**src/hw/rtl/bcr_pkg.sv**
```systemverilog
// Shared constants, types and condition logic for the branch/call/return unit.
package bcr_pkg;

    localparam int MEM_BYTES   = 4096;              // stack memory size, power of two
    localparam int ADDR_W      = $clog2(MEM_BYTES);
    localparam int WORD_W      = 64;
    localparam int CFG_IDX_W   = 2;
    localparam int FALL_OFFSET = 9;                 // instruction length of jump/call
    localparam int FRAME_BYTES = 8;                 // one return address on the stack

    // action codes
    localparam logic [1:0] ACT_JUMP = 2'd0;
    localparam logic [1:0] ACT_CALL = 2'd1;
    localparam logic [1:0] ACT_RET  = 2'd2;
    localparam logic [1:0] ACT_NONE = 2'd3;

    // jump condition codes; all others never taken
    localparam logic [3:0] CC_ALWAYS = 4'd0;
    localparam logic [3:0] CC_LE     = 4'd1;
    localparam logic [3:0] CC_L      = 4'd2;
    localparam logic [3:0] CC_E      = 4'd3;
    localparam logic [3:0] CC_NE     = 4'd4;
    localparam logic [3:0] CC_GE     = 4'd5;
    localparam logic [3:0] CC_G      = 4'd6;

    // configuration register indexes
    localparam logic [CFG_IDX_W-1:0] CFG_START_ADDRESS = 2'd0;
    localparam logic [CFG_IDX_W-1:0] CFG_STACK_START   = 2'd1;

    // operations of the shared address adder
    typedef enum logic [1:0] {
        ADD_PC_FALL,
        SUB_SP_FRAME,
        ADD_SP_FRAME
    } addop_t;

    // write port of the stack memory
    typedef struct packed {
        logic              we;
        logic [ADDR_W-1:0] addr;
        logic [7:0]        data;
    } mem_wr_t;

    function automatic logic cond_holds(logic [3:0] code, logic zf, logic sf, logic of);
        logic lt;
        logic res;
        lt = sf ^ of;
        case (code)
            CC_ALWAYS: res = 1'b1;
            CC_LE:     res = lt | zf;
            CC_L:      res = lt;
            CC_E:      res = zf;
            CC_NE:     res = ~zf;
            CC_GE:     res = ~lt;
            CC_G:      res = ~lt & ~zf;
            default:   res = 1'b0;
        endcase
        return res;
    endfunction

endpackage

```
**src/hw/rtl/bcr_adder.sv**
```systemverilog
// Shared 64-bit address adder: PC+9, SP-8 and SP+8.
module bcr_adder (
    input  bcr_pkg::addop_t                op,
    input  logic [bcr_pkg::WORD_W-1:0]     pc,
    input  logic [bcr_pkg::WORD_W-1:0]     sp,
    output logic [bcr_pkg::WORD_W-1:0]     sum
);

    logic [bcr_pkg::WORD_W-1:0] opa;
    logic [bcr_pkg::WORD_W-1:0] opb;

    always_comb begin
        case (op)
            bcr_pkg::ADD_PC_FALL: begin
                opa = pc;
                opb = bcr_pkg::WORD_W'(bcr_pkg::FALL_OFFSET);
            end
            bcr_pkg::SUB_SP_FRAME: begin
                opa = sp;
                opb = ~bcr_pkg::WORD_W'(bcr_pkg::FRAME_BYTES) + 1'b1;  // two's complement -8
            end
            bcr_pkg::ADD_SP_FRAME: begin
                opa = sp;
                opb = bcr_pkg::WORD_W'(bcr_pkg::FRAME_BYTES);
            end
            default: begin
                opa = pc;
                opb = '0;
            end
        endcase
    end

    assign sum = opa + opb;

endmodule

```
**config.mk**
```make
export PLATFORM = sky130hd
export DESIGN_NAME = bcr_adder
export DESIGN_NICKNAME = d
export VERILOG_FILES = /design/src/hw/rtl/bcr_pkg.sv /design/src/hw/rtl/bcr_adder.sv
export SDC_FILE = /design/constraint.sdc
export NUM_CORES = 1
export LEC_CHECK = 0
export CORE_ASPECT_RATIO = 1.2
export CORE_MARGIN = 2
export CORE_UTILIZATION = 45
export DETAILED_ROUTE_END_ITERATION = 12
export DONT_BUFFER_PORTS = 1
export SLEW_MARGIN = 20
export SYNTH_ARGS = -nofsm -noshare
export SYNTH_HDL_FRONTEND = slang
export SYNTH_SLANG_ARGS = --single-unit
export TNS_END_PERCENT = 100
```
**constraint.sdc**
```tcl
create_clock -name vclk -period 7.9
set_input_delay 0.395 -clock vclk [all_inputs]
set_output_delay 0.395 -clock vclk [all_outputs]
set_load 0.01 [all_outputs]
```
==> out/metrics.cfg <==
[power_and_ir_drop]
peakVddDrop_v=0.0000433
leakage_uw=0.00214
intPower_uw=213
pwr_density_cell_mw_per_mm2=107
seqPwrFrac_pct=0
combPwrFrac_pct=100.0
switching_share_pct=61.6
power.switching_uw=342
clock_power_share_pct=0

[layout]
syn_to_final_growth_pct=1.22
nFlopsAndLatches=0
fin_cells=828
drive_gt1_share_pct=12.9
clock_buffers=0
nets=853
fin_util_pct=47.0
fillers=1125
n_antenna_cell=0
regArea_um2=0

[min_path]
min-delay-start=pc[2]
holdPathStages=2
hold_path.class=input pin to output port
holdPathEnd=sum[2]

[logic_synthesis]
yosys_warnings=0
ys_seq_area_share_pct=0
synthesis.nets=872
synth_cells=695
synth_area_leader_cell=xnor2_1
synth.distinct_cells=77
synth.most_common_cell=xnor2_1
synth.top_cells.by_count=xnor2_1 (70), a21oi_1 (67), nand2_1 (64), nor2_1 (48), ha_1 (47)
netlist_top_cells_area=xnor2_1 (12%), ha_1 (11%), mux2_2 (9.9%)
postSynthAreaPerCell_um2=7.40
syn-cell-area_mm2=0.00514
yosysTopAreaCellShare_pct=11.9

[detailed_routing]
firstDrtPassIters=4
antenna_left=0
drcViolationCount=0
wirelength_um=14300
vias=5027
drt-initial-drc-count=232
wire_per_inst_um=17.3
vias_per_cell=6.07

[floorplanning]
dieArea_mm2=0.0123
die_y_um=121
core_mm2=0.0111
die_w_um=102
row_count=42
initial_core_util_pct=46.4
io_pins=194

[clock_tree]
holdBufCountCts=0
ctsResizeCount=0
post_cts_buffers=0

[global_routing]
use_met2_pct=39.7
grt_pass1_wl_um=23100
grt_usage_pct=22.4
grt_use_met3_pct=2.65
antenna_found_initial=0
met1_usage_pct=29.9
overflow=0
busiest_layer=met2
grt_max_degree=60
first_global_vias=4905

[job]
drv_cap=0

[sta]
relSlewSlack_pct=48.8
fin_ws_ns=2.58
fmax_mhz=188
min_period_over_period_pct=67.4
hold_viol=0
min_period_ns=5.32
maxSlewViolCount=0
tns_ns=0
setup_viol=0
tightest_slew_ns=0.768
rsz0062_at_grt=no

[place]
port_buffers=0
place_worst_setup_slack_ns=2.56
post-dp-hpwl_um=11900
gp_congestion=0.884
dp.cells=828

[run_status]
status=finished, final reports clean

[critical_path]
cp_max_fo=53
cp-start-kind=input pin
crit_type=input pin to output port
critical_path_arrival_ns=4.93
end_kind=output port
critPathRequiredTime_ns=7.51

## layout make-up
| class | instances | area, um^2 | area share [%] |
|---|---|---|---|
| timing repair buffer | 5 | 37.5 | 0.721 |
| multi-input combinational | 647 | 4890 | 94.0 |
| tap | 154 | 193 | 3.70 |
| inverter | 22 | 82.6 | 1.59 |
## worst max-delay path, stage by stage
cell	delay, ns
inv_1	0.07
ha_4	0.59
buf_4	0.68
mux2_2	0.42
ha_1	0.36
o21ai_0	0.11
nand2b_1	0.08
a31oi_1	0.10
a211oi_1	0.53
a21oi_1	0.25
o21ai_2	0.33
a31oi_4	0.18
o31ai_2	0.34
a21oi_1	0.13
xnor2_1	0.29
## through the flow
step           hold slack, ns  total power [uW]  area [um^2]
6_report                 1.08               555         5210
5_1_grt                  1.09               611         5210
3_5_place_dp             1.08               554         5210
2_1_floorplan            1.04               465         5140
3_3_place_gp             1.08               549         5210
4_1_cts                  1.08               557         5210
## cell usage in the layout, fill, tap and decap left out, types with 14 or more instances in the layout
master,instances
xor2_1,18
a21oi_1,67
ha_1,44
xnor2_1,70
mux2_2,45
inv_1,21
o21ai_0,41
nand2_1,64
a21o_1,26
nand3_1,19
nor2_1,48
mux2i_1,23
a31oi_1,14
## power by group through the flow
stage	sequential (uW)	combinational, uW	clock [uW]
floorplan	0	465	0
global placement	0	549	0
detailed placement	0	554	0
CTS	0	557	0
global route	0	611	0
finish	0	555	0
## how the worst max path moves through the flow
stage	slack (ns)	from	to
2_1_floorplan	2.45	op[1]	sum[58]
6_report	2.58	op[1]	sum[58]
4_1_cts	2.53	op[1]	sum[58]
3_5_place_dp	2.56	op[1]	sum[58]
3_3_place_gp	2.70	op[1]	sum[58]
5_1_grt	2.15	op[1]	sum[58]
## metal layers
layer	vias to the layer above	wire length, um
li1	2556	-
met1	2288	6390
met2	173	6880
met3	10	927
met4	0	138
met5	-	0
## kinds of logic (layout without fill, tap and decap cells)
kind of cell | count (synthesis) | after routing | share of synthesized area (%)
AOI/OAI and AO/OA | 225 | 225 | 29.1
xor gates and xnor gates | 90 | 90 | 15.8
adders and majority gates | 47 | 47 | 11.4
buffers and inverters | 48 | 27 | 5.21
muxes | 79 | 79 | 18.5
and+or+nand+nor | 206 | 206 | 19.9
No activity file was read; power rests on OpenSTA's default activity.
